**config.mk**
```make
export PLATFORM = sky130hd
export DESIGN_NAME = sector_range_lock_table_top
export DESIGN_NICKNAME = d
export VERILOG_FILES = /design/src/sv/srlt_pkg.sv /design/src/sv/srlt_ctrl.sv /design/src/sv/srlt_dp.sv /design/src/sv/sector_range_lock_table_top.sv
export SDC_FILE = /design/constraint.sdc
export NUM_CORES = 1
export LEC_CHECK = 0
export ABC_CLOCK_PERIOD_IN_PS = 5150
export BUFFER_PORTS_ARGS = -buffer_cell sky130_fd_sc_hd__buf_4
export CAP_MARGIN = 20
export CORE_UTILIZATION = 40
export CTS_CLUSTER_DIAMETER = 30
export DETAILED_ROUTE_END_ITERATION = 16
export GPL_TIMING_DRIVEN = 0
export PLACE_DENSITY = 0.54
export SLEW_MARGIN = 20
export SYNTH_ARGS = -nofsm -noshare
export SYNTH_HDL_FRONTEND = slang
export SYNTH_SLANG_ARGS = --single-unit
```
**constraint.sdc**
```tcl
create_clock -name clk -period 5.15 [get_ports clk]
set_input_delay 0.515 -clock clk [delete_from_list [all_inputs] [get_ports clk]]
set_output_delay 0.515 -clock clk [all_outputs]
set_load 0.01 [all_outputs]
```
**src/sv/srlt_pkg.sv**
```systemverilog
// ----------------------------------------------------------------------------
// srlt_pkg: shared types and constants for the sector range lock table
// Defines the operation codes, the field widths, and the command and status
// groups that pass between the controller and the datapath.
// ----------------------------------------------------------------------------
package srlt_pkg;

	localparam int SECTOR_W = 32;
	localparam int COUNT_W  = 16;
	localparam int END_W    = SECTOR_W + 1;

	localparam logic OP_LOCK   = 1'b0;
	localparam logic OP_UNLOCK = 1'b1;

	// controller to datapath
	typedef struct packed {
		logic load;    // capture the request, restart the scan
		logic scan;    // advance the slot scan
		logic commit;  // update the table and load the answer
	} srlt_cmd_t;

	// datapath to controller
	typedef struct packed {
		logic scan_done;  // every slot has been compared
	} srlt_sts_t;

endpackage

```
**src/sv/srlt_ctrl.sv**
```systemverilog
// ----------------------------------------------------------------------------
// srlt_ctrl: sequencing for the sector range lock table
// Accepts one transaction, runs the slot scan, commits the outcome and
// drives the output valid register.
// ----------------------------------------------------------------------------
module srlt_ctrl
	import srlt_pkg::*;
(
	input  logic      clk,
	input  logic      arst_n,
	input  logic      in_valid,
	output logic      in_stall,
	output logic      out_valid,
	input  logic      out_stall,
	output srlt_cmd_t cmd,
	input  srlt_sts_t sts
);

	localparam logic [1:0] ST_IDLE   = 2'd0;
	localparam logic [1:0] ST_SCAN   = 2'd1;
	localparam logic [1:0] ST_COMMIT = 2'd2;

	logic [1:0] state_q;
	logic [1:0] state_nxt;
	logic       out_valid_q;
	logic       out_free;

	assign out_free  = !out_valid_q || !out_stall;
	assign in_stall  = (state_q != ST_IDLE);
	assign out_valid = out_valid_q;

	always_comb begin
		state_nxt  = state_q;
		cmd.load   = 1'b0;
		cmd.scan   = 1'b0;
		cmd.commit = 1'b0;
		case (state_q)
			ST_IDLE: begin
				if (in_valid) begin
					cmd.load  = 1'b1;
					state_nxt = ST_SCAN;
				end
			end
			ST_SCAN: begin
				cmd.scan = 1'b1;
				if (sts.scan_done) begin
					state_nxt = ST_COMMIT;
				end
			end
			ST_COMMIT: begin
				// hold until the answer register can take the result
				if (out_free) begin
					cmd.commit = 1'b1;
					state_nxt  = ST_IDLE;
				end
			end
			default: begin
				state_nxt = ST_IDLE;
			end
		endcase
	end

	always_ff @(posedge clk or negedge arst_n) begin
		if (!arst_n) begin
			state_q     <= ST_IDLE;
			out_valid_q <= 1'b0;
		end else begin
			state_q <= state_nxt;
			if (cmd.commit) begin
				out_valid_q <= 1'b1;
			end else if (!out_stall) begin
				out_valid_q <= 1'b0;
			end
		end
	end

endmodule

```
**src/sv/srlt_dp.sv**
```systemverilog
// ----------------------------------------------------------------------------
// srlt_dp: slot table and scan datapath for the sector range lock table
// Holds the slot memory and used bits, compares one slot per cycle against
// the captured request and applies the lock or unlock at commit.
// ----------------------------------------------------------------------------
module srlt_dp
	import srlt_pkg::*;
#(
	parameter int SLOT_COUNT = 8
)
(
	input  logic                clk,
	input  logic                arst_n,
	input  srlt_cmd_t           cmd,
	output srlt_sts_t           sts,
	input  logic                op,
	input  logic [SECTOR_W-1:0] start_sector,
	input  logic [COUNT_W-1:0]  sector_count,
	input  logic                read_only,
	output logic                granted
);

	localparam int IDX_W = (SLOT_COUNT > 1) ? $clog2(SLOT_COUNT) : 1;
	localparam int CNT_W = $clog2(SLOT_COUNT + 1);
	localparam int ENT_W = SECTOR_W + COUNT_W + 1;
	localparam logic [CNT_W-1:0] LAST_CNT = CNT_W'(SLOT_COUNT);

	// slot memory entry: {shared, length, start}
	logic [ENT_W-1:0]      mem [SLOT_COUNT];
	logic [ENT_W-1:0]      rd_data_q;
	logic [SLOT_COUNT-1:0] used_q;

	logic                  req_op_q;
	logic [SECTOR_W-1:0]   req_start_q;
	logic [COUNT_W-1:0]    req_count_q;
	logic                  req_shared_q;
	logic [END_W-1:0]      req_end_q;

	logic [CNT_W-1:0]      addr_q;
	logic [IDX_W-1:0]      cmp_idx_q;
	logic                  cmp_vld_q;
	logic                  conflict_q;
	logic                  free_found_q;
	logic [IDX_W-1:0]      free_idx_q;
	logic                  hit_found_q;
	logic [IDX_W-1:0]      hit_idx_q;
	logic                  granted_q;

	logic [SECTOR_W-1:0]   slot_start;
	logic [COUNT_W-1:0]    slot_len;
	logic                  slot_shared;
	logic [END_W-1:0]      slot_end;
	logic                  slot_used;
	logic                  overlap;
	logic                  exact;
	logic                  lock_ok;
	logic                  do_issue;

	assign slot_start  = rd_data_q[SECTOR_W-1:0];
	assign slot_len    = rd_data_q[SECTOR_W +: COUNT_W];
	assign slot_shared = rd_data_q[ENT_W-1];
	assign slot_end    = {1'b0, slot_start} + {{(END_W-COUNT_W){1'b0}}, slot_len};
	assign slot_used   = used_q[cmp_idx_q];
	assign overlap     = ({1'b0, slot_start} < req_end_q) && ({1'b0, req_start_q} < slot_end);
	assign exact       = (slot_start == req_start_q) && (slot_len == req_count_q);
	assign lock_ok     = !conflict_q && free_found_q;
	assign do_issue    = cmd.scan && (addr_q != LAST_CNT);

	assign sts.scan_done = (addr_q == LAST_CNT) && !cmp_vld_q;
	assign granted       = granted_q;

	// slot memory: one registered read, one write at commit
	always_ff @(posedge clk) begin
		if (do_issue) begin
			rd_data_q <= mem[addr_q[IDX_W-1:0]];
		end
		if (cmd.commit && req_op_q == OP_LOCK && lock_ok) begin
			mem[free_idx_q] <= {req_shared_q, req_count_q, req_start_q};
		end
	end

	// request capture
	always_ff @(posedge clk) begin
		if (cmd.load) begin
			req_op_q     <= op;
			req_start_q  <= start_sector;
			req_count_q  <= sector_count;
			req_shared_q <= read_only;
			req_end_q    <= {1'b0, start_sector} + {{(END_W-COUNT_W){1'b0}}, sector_count};
		end
	end

	// scan pointer and compare results
	always_ff @(posedge clk or negedge arst_n) begin
		if (!arst_n) begin
			used_q       <= '0;
			addr_q       <= '0;
			cmp_idx_q    <= '0;
			cmp_vld_q    <= 1'b0;
			conflict_q   <= 1'b0;
			free_found_q <= 1'b0;
			free_idx_q   <= '0;
			hit_found_q  <= 1'b0;
			hit_idx_q    <= '0;
			granted_q    <= 1'b0;
		end else begin
			if (cmd.load) begin
				addr_q       <= '0;
				cmp_vld_q    <= 1'b0;
				conflict_q   <= 1'b0;
				free_found_q <= 1'b0;
				hit_found_q  <= 1'b0;
			end else if (cmd.scan) begin
				cmp_vld_q <= do_issue;
				if (do_issue) begin
					cmp_idx_q <= addr_q[IDX_W-1:0];
					addr_q    <= addr_q + CNT_W'(1);
				end
				if (cmp_vld_q) begin
					if (slot_used) begin
						if (overlap && !(req_shared_q && slot_shared)) begin
							conflict_q <= 1'b1;
						end
						if (exact && !hit_found_q) begin
							hit_found_q <= 1'b1;
							hit_idx_q   <= cmp_idx_q;
						end
					end else if (!free_found_q) begin
						free_found_q <= 1'b1;
						free_idx_q   <= cmp_idx_q;
					end
				end
			end
			if (cmd.commit) begin
				if (req_op_q == OP_LOCK) begin
					granted_q <= lock_ok;
					if (lock_ok) begin
						used_q[free_idx_q] <= 1'b1;
					end
				end else begin
					granted_q <= 1'b1;
					if (hit_found_q) begin
						used_q[hit_idx_q] <= 1'b0;
					end
				end
			end
		end
	end

endmodule

```
**src/sv/sector_range_lock_table_top.sv**
```systemverilog
// ----------------------------------------------------------------------------
// sector_range_lock_table_top: reader/writer lock table over sector ranges
// Grants or refuses lock requests against a table of held ranges and frees
// held ranges on unlock, one transaction at a time.
// ----------------------------------------------------------------------------
// Each input transaction is a lock (op = 0) or an unlock (op = 1) of the
// range [start_sector, start_sector + sector_count), ends taken 33 bits wide
// so they never wrap. A lock is granted when a slot is free and the range
// overlaps no held range, unless both sides are read_only; the lowest free
// slot then takes it. A zero-length range overlaps another only when its
// start lies strictly inside the other, but it still occupies a slot. An
// unlock frees the lowest held slot with the same start and count and
// always answers granted = 1; read_only is ignored on unlock. Every
// transaction yields exactly one result. A transaction passes through
// capture, then the scan, which reads one slot per cycle from the slot
// memory, compares it the cycle after the read and then confirms the last
// compare, and then the commit. in_stall is high from the scan through the
// commit and stays high while the commit holds. The result is offered the
// cycle after the commit. The result sits in an output register, so a new
// transaction is taken while an earlier result still waits on out_stall;
// the commit of that new transaction holds until the register is free.
// After reset every slot is free, with no clearing pass.
// ----------------------------------------------------------------------------
module sector_range_lock_table_top
	import srlt_pkg::*;
#(
	parameter int SLOT_COUNT = 8
)
(
	input  logic                clk,
	input  logic                arst_n,
	input  logic                in_valid,
	output logic                in_stall,
	input  logic                op,
	input  logic [SECTOR_W-1:0] start_sector,
	input  logic [COUNT_W-1:0]  sector_count,
	input  logic                read_only,
	output logic                out_valid,
	input  logic                out_stall,
	output logic                granted
);

	srlt_cmd_t cmd;
	srlt_sts_t sts;

	// sequencing: accept, scan, commit
	srlt_ctrl u_ctrl (
		.clk       (clk),
		.arst_n    (arst_n),
		.in_valid  (in_valid),
		.in_stall  (in_stall),
		.out_valid (out_valid),
		.out_stall (out_stall),
		.cmd       (cmd),
		.sts       (sts)
	);

	// slot table, comparators and answer register
	srlt_dp #(
		.SLOT_COUNT (SLOT_COUNT)
	) u_dp (
		.clk          (clk),
		.arst_n       (arst_n),
		.cmd          (cmd),
		.sts          (sts),
		.op           (op),
		.start_sector (start_sector),
		.sector_count (sector_count),
		.read_only    (read_only),
		.granted      (granted)
	);

endmodule

```
Word level (Yosys, flattened, before mapping)
Memories as Yosys holds them, arrays and structs flattened. A register that Yosys moved wholly into a read port is not among the register bits.
Index checks and enable logic that the tools add are counted.
{ "op_classes": {"add_sub_neg": 3, "order_cmp": 7, "n_eq_ne": 12, "muxes": 42, "bitwise_logic": 7, "reduce_logical": 37} }
{ "ops": {"columns": ["op", "count"], "rows": [
  ["32-bit by 16-bit adder with 33-bit output", 2],
  ["32-bit by 33-bit less-than comparator with 1-bit output", 2],
  ["32-bit == test", 1],
  ["1-bit two-way mux", 29],
  ["8-bit two-way mux", 3],
  ["16-bit == test", 1],
  ["2-bit nonzero test", 8],
  ["1-bit logical AND", 12],
  ["3-bit by 4-bit less-than comparator with 1-bit output, second input constant", 3],
  ["4-bit two-way mux", 3],
  ["3-bit AND reduction", 4],
  ["5-bit AND reduction", 2],
  ["8-bit AND", 1],
  ["2-bit != test, second input constant", 4],
  ["8-bit inverter", 1],
  ["8-bit bitwise OR", 1],
  ["4-bit AND reduction", 2],
  ["1-bit demux with 3-bit select", 2],
  ["3-bit by 1-bit >= comparator with 1-bit output, second input constant", 2],
  ["1-bit zero test", 6],
  ["2-bit two-way mux", 3],
  ["2-bit case mux with 3 select lines", 1],
  ["4-bit by 1-bit adder with 4-bit output, second input constant", 1],
  ["4-bit == test, second input constant", 1],
  ["other kinds (9)", 13]
]} }
{ "word_totals": {"regBits": 112, "ram_bits": 392, "in_bits": 54, "output_inout_bits": 3, "elab_cells": 126, "memories": 1} }
{ "mem_list": {"columns": ["name", "depth", "word_bits", "rd", "rd_clocked_by_memory_dff", "wr", "line", "rtl"], "rows": [
  ["u_dp.mem", 8, 49, 1, 1, 1, "srlt_dp.sv:29", "logic [ENT_W-1:0] mem [SLOT_COUNT];"]
]} }

Logic depth before layout (Yosys ltp)
{ "logic_depth": {"ltp_word": 9, "mapped_depth": 15, "depth_no_buf": 15} }

Modules after synthesis
From an unflattened synthesis, not the netlist that was laid out.
{ "unflattened": {"cells_unflattened": 1374, "hier_area_um2": 24126.9} }
{ "by_module_without_submodules": {"columns": ["mod", "instances", "cells_each", "area_per_inst_um2", "seq_area_each_um2"], "rows": [
  ["srlt_dp", 1, 1358, 23971.7, 16385.7],
  ["srlt_ctrl", 1, 16, 155.1, 75.1]
]} }

Worst setup path after synthesis
OpenSTA, ideal clock, no wires.
{ "synth_path": {"kind": "in2reg", "startpoint": "input out_stall", "endpoint": "memory u_dp.mem[0][0] (netlist name), enable pin", "setup_ps": 519, "arrival_ps": 4616, "t_required_ps": 4631, "setup_slack_ps": 15, "path_stages": 4, "n_path_buf": 0, "path_cell_list": "nand2_1 -> nand2b_4 -> or4_4 -> nor3_1"} }
{ "synth_between": {"elab_chain_cells": 8} }
{ "synth_rtl": {"columns": ["item", "line", "rtl"], "rows": [
  ["start, declared", "sector_range_lock_table_top.sv:39", "input logic out_stall,"],
  ["1-bit zero test", "srlt_ctrl.sv:28", "assign out_free = !out_valid_q || !out_stall;"],
  ["1-bit logical OR", "srlt_ctrl.sv:28", null],
  ["1-bit two-way mux", "srlt_ctrl.sv:52", "if (out_free) begin"],
  ["1-bit two-way mux", "srlt_ctrl.sv:37", "case (state_q)"],
  ["1-bit logical AND (2 in series)", "srlt_dp.sv:77", "if (cmd.commit && req_op_q == OP_LOCK && lock_ok) begin"],
  ["1-bit two-way mux", "srlt_dp.sv:77", null],
  ["1-bit two-way mux (implied by the code)", "srlt_dp.sv:78", "mem[free_idx_q] <= {req_shared_q, req_count_q, req_start_q};"],
  ["end, declared", "srlt_dp.sv:29", null]
]} }
No other way between the ends.

Worst setup path in the final report
{ "layout_path": {"startpoint": "register u_dp.rd_data_q[0] (read register of u_dp.mem)", "endpoint": "register u_dp.conflict_q"} }
{ "layout_between": {"elab_chain_cells": 6, "elab_cells_between_ends": 7, "cone_classes": "add/sub (1); order compare (2); reduce/logical (4)"} }
{ "layout_rtl": {"columns": ["item", "line", "rtl"], "rows": [
  ["start, declared", "srlt_dp.sv:30", "logic [ENT_W-1:0] rd_data_q;"],
  ["32-bit by 16-bit adder with 33-bit output", "srlt_dp.sv:62", "assign slot_end = {1'b0, slot_start} + {{(END_W-COUNT_W){1'b0}}, slot_len};"],
  ["32-bit by 33-bit less-than comparator with 1-bit output", "srlt_dp.sv:64", "assign overlap = ({1'b0, slot_start} < req_end_q) && ({1'b0, req_start_q} < slot_end);"],
  ["1-bit logical AND *", "srlt_dp.sv:64", null],
  ["1-bit logical AND *", "srlt_dp.sv:121", "if (overlap && !(req_shared_q && slot_shared)) begin"],
  ["2-bit nonzero test (no source line) *", null, null],
  ["4-bit AND reduction (no source line) *", null, null],
  ["end signal, assigned", "srlt_dp.sv:100", "conflict_q <= 1'b0;"],
  ["end signal, assigned", "srlt_dp.sv:110", "conflict_q <= 1'b0;"],
  ["end signal, assigned", "srlt_dp.sv:122", "conflict_q <= 1'b1;"],
  ["end, declared", "srlt_dp.sv:42", "logic conflict_q;"]
]} }
Mark *: on every way between the ends. The rest lies on a longest branch, timed or not.
A chain may end at the register's enable or synchronous reset.

==> impl_metrics.ini <==
[min_path]
hold_path.class = primary input to flop
hold_depth = 1
hold_start = sector_count[4]
worstHoldEndpoint = u_dp.req_count_q[4]

[clock_tree]
post-cts-setup-buffer-count = 0
longest_clk_path_bufs = 3
ctsHtreeMaxLevel = 3
insertion_delay_ns = 0.65
clk_transition_reported_paths_ns = 0.05
clock_sinks = 553
cts_resized = 0
clockRootBuffer = sky130_fd_sc_hd__clkbuf_16
tritoncts.num_buffers = 111
tritoncts = yes

[power_and_ir_drop]
combPwrFrac_pct = 27.5
power-per-cell-area_nw_per_um2 = 606.2
clkPwrFrac_pct = 39.7
ir_drop_v = 0.0003435
power.sequential.fraction_pct = 32.8
internal_power_summed_over_all_cells_mw = 12.58
p_total_mw = 18.28
leakage_power_nw = 10.61
p_sw_share_pct = 31.19
power_switching_mw = 5.702

[synthesis]
ys.warnings.count = 0
synthFlopType = sky130_fd_sc_hd__edfxtp_1
synthesis.area_per_instance_sq_um = 17.32
async_flop_share_pct = 5.244
synth_largest_area_cell = sky130_fd_sc_hd__edfxtp_1
ys_types = 78
post_synth_instance_area_sq_um = 24270
part_of_the_yosys_area_used_for_sequential_elements_pct = 67.82
netlist_top_cells_area = sky130_fd_sc_hd__edfxtp_1 65%, sky130_fd_sc_hd__mux4_2 9.1%, sky130_fd_sc_hd__ha_1 4.9%
postSynthRegisterBits = 553
synth_nets = 1553
synth.top_cell.area_share_pct = 64.83
synth-edff-count = 524
post_synth_inst_count = 1401

[worst_setup_path]
worst-endpoint-required_ns = 5.67
timing.critical_path.fanout_max = 8
largest_incremental_delay_on_the_critical_path_ns = 0.49
timing.rr.start = u_dp.rd_data_q[0]
crit-reg2reg-capture = u_dp.conflict_q
worstPathCellList = ha_1 > fa_1 > a211oi_1 > o211ai_2 > a31oi_2 > a31oi_2 > nand2_1 > xor2_1 > ha_1 > a21o_1 > a2111oi_0 > a2111oi_0 > o31ai_1 > a31oi_1 > a211oi_1
crit_type = flop to flop
worst_setup_path_end_kind = flop
number_of_cells_traversed_by_the_worst_register_to_register_path = 15
timing.critical_path.slowest_stage_cell = sky130_fd_sc_hd__edfxtp_1
worst_ep_arrival_time_ns = 5.04
regToRegSetupSlack_ns = 0.62
worstSetupStartpointType = flop

[layout]
n_antenna_cell = 0
post_route_non_filler_standard_cell_count = 2476
post_route_cells_drive_above_1_share_pct = 27.77
fin_nets = 1758
layout.cells.most_common = sky130_fd_sc_hd__edfxtp_1
area_delta_synth_final_pct = 24.28
most-common-layout-cells = 524 x sky130_fd_sc_hd__edfxtp_1, 112 x sky130_fd_sc_hd__clkbuf_16, 98 x sky130_fd_sc_hd__mux4_2

[route]
postRouteWirelength_mm = 60.59
post_drt_wl_per_cell_um = 24.47
drt_first_iter_violations = 1046
route.detailed.vias_per_inst = 5.464
drt_drc_violations_left = 0
ant_nets = 0
drt-pass1-iter-count = 5
routed-via-count = 13528

[grt]
grt_first_pass_wirelength_mm = 89.27
grt_max_degree = 79
antenna_found_initial = 1
overflow = 0
first_global_vias = 13776
grt.total_usage_pct = 20.19

[timing]
rsz0062_at_grt = false
fmax_ghz = 0.2209
skew_ns = 0.01771
ratio_of_final_minimum_period_to_clock_period_pct = 87.92
layout_min_cycle_time_ns = 4.528
finalMaxSlewViolations = 0
tightest_slew_ns = 0.9313
timing.final.hold_violations = 0
slew_headroom_pct = 37.50
setup_viol_count_final = 0

[floorplan]
placement_rows = 89
die_area_sq_um = 61670
fp.coreArea_sq_um = 59460
die_w_um = 248.3
die_span_in_y_um = 248.3
initial_cell_density_of_the_core_pct = 40.82
floorplan.io_pins = 57

[run]
timing.max_cap.violations = 0

[placement]
gpl.final_weighted_congestion = 0.8944
dp.cells = 2265
place.detailed.hpwl_mm = 41.85
io_buffer_count = 56

[outcome]
status = finished clean
## metrics by stage
step / setup slack (ns) / hold slack (ns) / utilization, % / TNS, ns / cell area [sq um]
after global routing: 0.2736 / 0.01682 / 50.73 / 0 / 30160
after global placement: -4.484 / 0.4611 / 43.15 / -800.01 / 25660
after detailed placement: 0.6016 / 0.4619 / 44.24 / 0 / 26310
after CTS: 0.6224 / 0.01254 / 50.73 / 0 / 30160
after floorplan: 0.01517 / 0.2194 / - / 0 / 24270
final: 0.6223 / 0.05195 / 50.73 / 0 / 30160
## cells by family (layout without fill, tap and decap cells)
kind of cell / count (synthesis) / after routing / share of synthesized area, %
multiplexers: 157 / 157 / 11.97
AO/OA/AOI/OAI: 184 / 184 / 5.439
AND/OR/NAND/NOR: 214 / 214 / 4.542
adder cells (fa/ha/maj): 98 / 98 / 5.114
buffers and inverters: 97 / 399 / 1.583
XOR/XNOR: 98 / 98 / 3.536
flip-flops: 553 / 553 / 67.82
## worst max-delay path: cells and delay by family (launching register included)
kind | cells | cell delay [ns]
adder cells (fa/ha/maj) | 3 | 0.98
XOR/XNOR | 1 | 0.15
AO/OA/AOI/OAI | 10 | 2.60
AND/OR/NAND/NOR | 1 | 0.16
flip-flops | 1 | 0.49
## registers in the layout, indices dropped and copies added, names as in the netlist, 2 cells and up
register,count
u_dp.mem,392
u_dp.rd_data_q,49
u_dp.req_end_q,33
u_dp.req_start_q,32
u_dp.req_count_q,16
u_dp.used_q,8
u_dp.addr_q,4
u_dp.cmp_idx_q,3
u_dp.free_idx_q,3
u_dp.hit_idx_q,3
u_ctrl.state_q,2
## cell type report
cell class              instances  area, sq um
plain buffers                  33        145.1
clock buffers                 130         2870
clock inverters                80        978.4
fillers                      4929        29300
inverters                      64        247.7
multi-input cells             751         7481
flip-flops and latches        553        16460
well taps                     773        967.2
repair buffers                 92         1013
## worst max path at each step
stage	from	endpoint	slack (ns)
final	u_dp.rd_data_q[0]	u_dp.conflict_q	0.62
after global placement	out_stall	u_dp.mem[0][1]	-4.48
after CTS	u_dp.rd_data_q[0]	u_dp.conflict_q	0.62
after floorplan	out_stall	u_dp.mem[0][0]	0.02
after detailed placement	u_dp.rd_data_q[0]	u_dp.conflict_q	0.60
after global routing	u_dp.rd_data_q[0]	u_dp.conflict_q	0.27
## per-layer routing
layer,up-vias,wire length (um),track usage [%]
met3,116,3878,5.150
met1,6934,27650,28.58
met2,396,27570,30.53
met5,-,15,0
li1,6080,-,-
met4,2,1471,6.259
## power by group through the flow
| stage | logic, mW | clock network, mW | registers [mW] |
|---|---|---|---|
| floorplan | 3.67 | 0 | 5.82 |
| global placement | 4.92 | 0 | 6.10 |
| detailed placement | 5.02 | 0 | 6.08 |
| CTS | 5.08 | 7.38 | 6.01 |
| global route | 5.57 | 7.59 | 6.04 |
| finish | 5.03 | 7.26 | 6.00 |
## synthesized netlist by cell type, types with 3 or more instances
library cell	number
sky130_fd_sc_hd__nand4_1	23
sky130_fd_sc_hd__a31oi_1	8
sky130_fd_sc_hd__o31ai_1	5
sky130_fd_sc_hd__o21a_1	9
sky130_fd_sc_hd__nor2b_1	4
sky130_fd_sc_hd__and3_1	9
sky130_fd_sc_hd__o31a_1	3
sky130_fd_sc_hd__a21o_1	15
sky130_fd_sc_hd__o211ai_1	6
sky130_fd_sc_hd__o21bai_1	4
sky130_fd_sc_hd__nor2_1	48
sky130_fd_sc_hd__mux2_2	55
sky130_fd_sc_hd__a21oi_1	48
sky130_fd_sc_hd__nand3_1	26
sky130_fd_sc_hd__clkbuf_1	19
sky130_fd_sc_hd__nor3_2	3
sky130_fd_sc_hd__o21ai_1	11
sky130_fd_sc_hd__o32a_1	4
sky130_fd_sc_hd__a221oi_1	3
sky130_fd_sc_hd__a2111oi_0	5
sky130_fd_sc_hd__nor3_1	17
sky130_fd_sc_hd__o21ai_0	21
sky130_fd_sc_hd__a211oi_1	7
sky130_fd_sc_hd__nand2b_1	8
sky130_fd_sc_hd__nor4_1	13
sky130_fd_sc_hd__nand2_1	46
sky130_fd_sc_hd__and2_1	3
sky130_fd_sc_hd__inv_1	64
sky130_fd_sc_hd__buf_2	9
sky130_fd_sc_hd__xnor2_1	39
sky130_fd_sc_hd__dfrtp_1	29
sky130_fd_sc_hd__mux4_2	98
sky130_fd_sc_hd__ha_1	96
sky130_fd_sc_hd__edfxtp_1	524
sky130_fd_sc_hd__xor2_1	59
sky130_fd_sc_hd__buf_1	3
## what timing repair did
| item | in CTS | in global routing |
|---|---|---|
| endpoints found under the setup margin | 0 | 0 |
| hold endpoints to repair | 29 | 0 |
| hold buffers | 1 | 0 |
No activity file was read; power rests on OpenSTA's default activity.
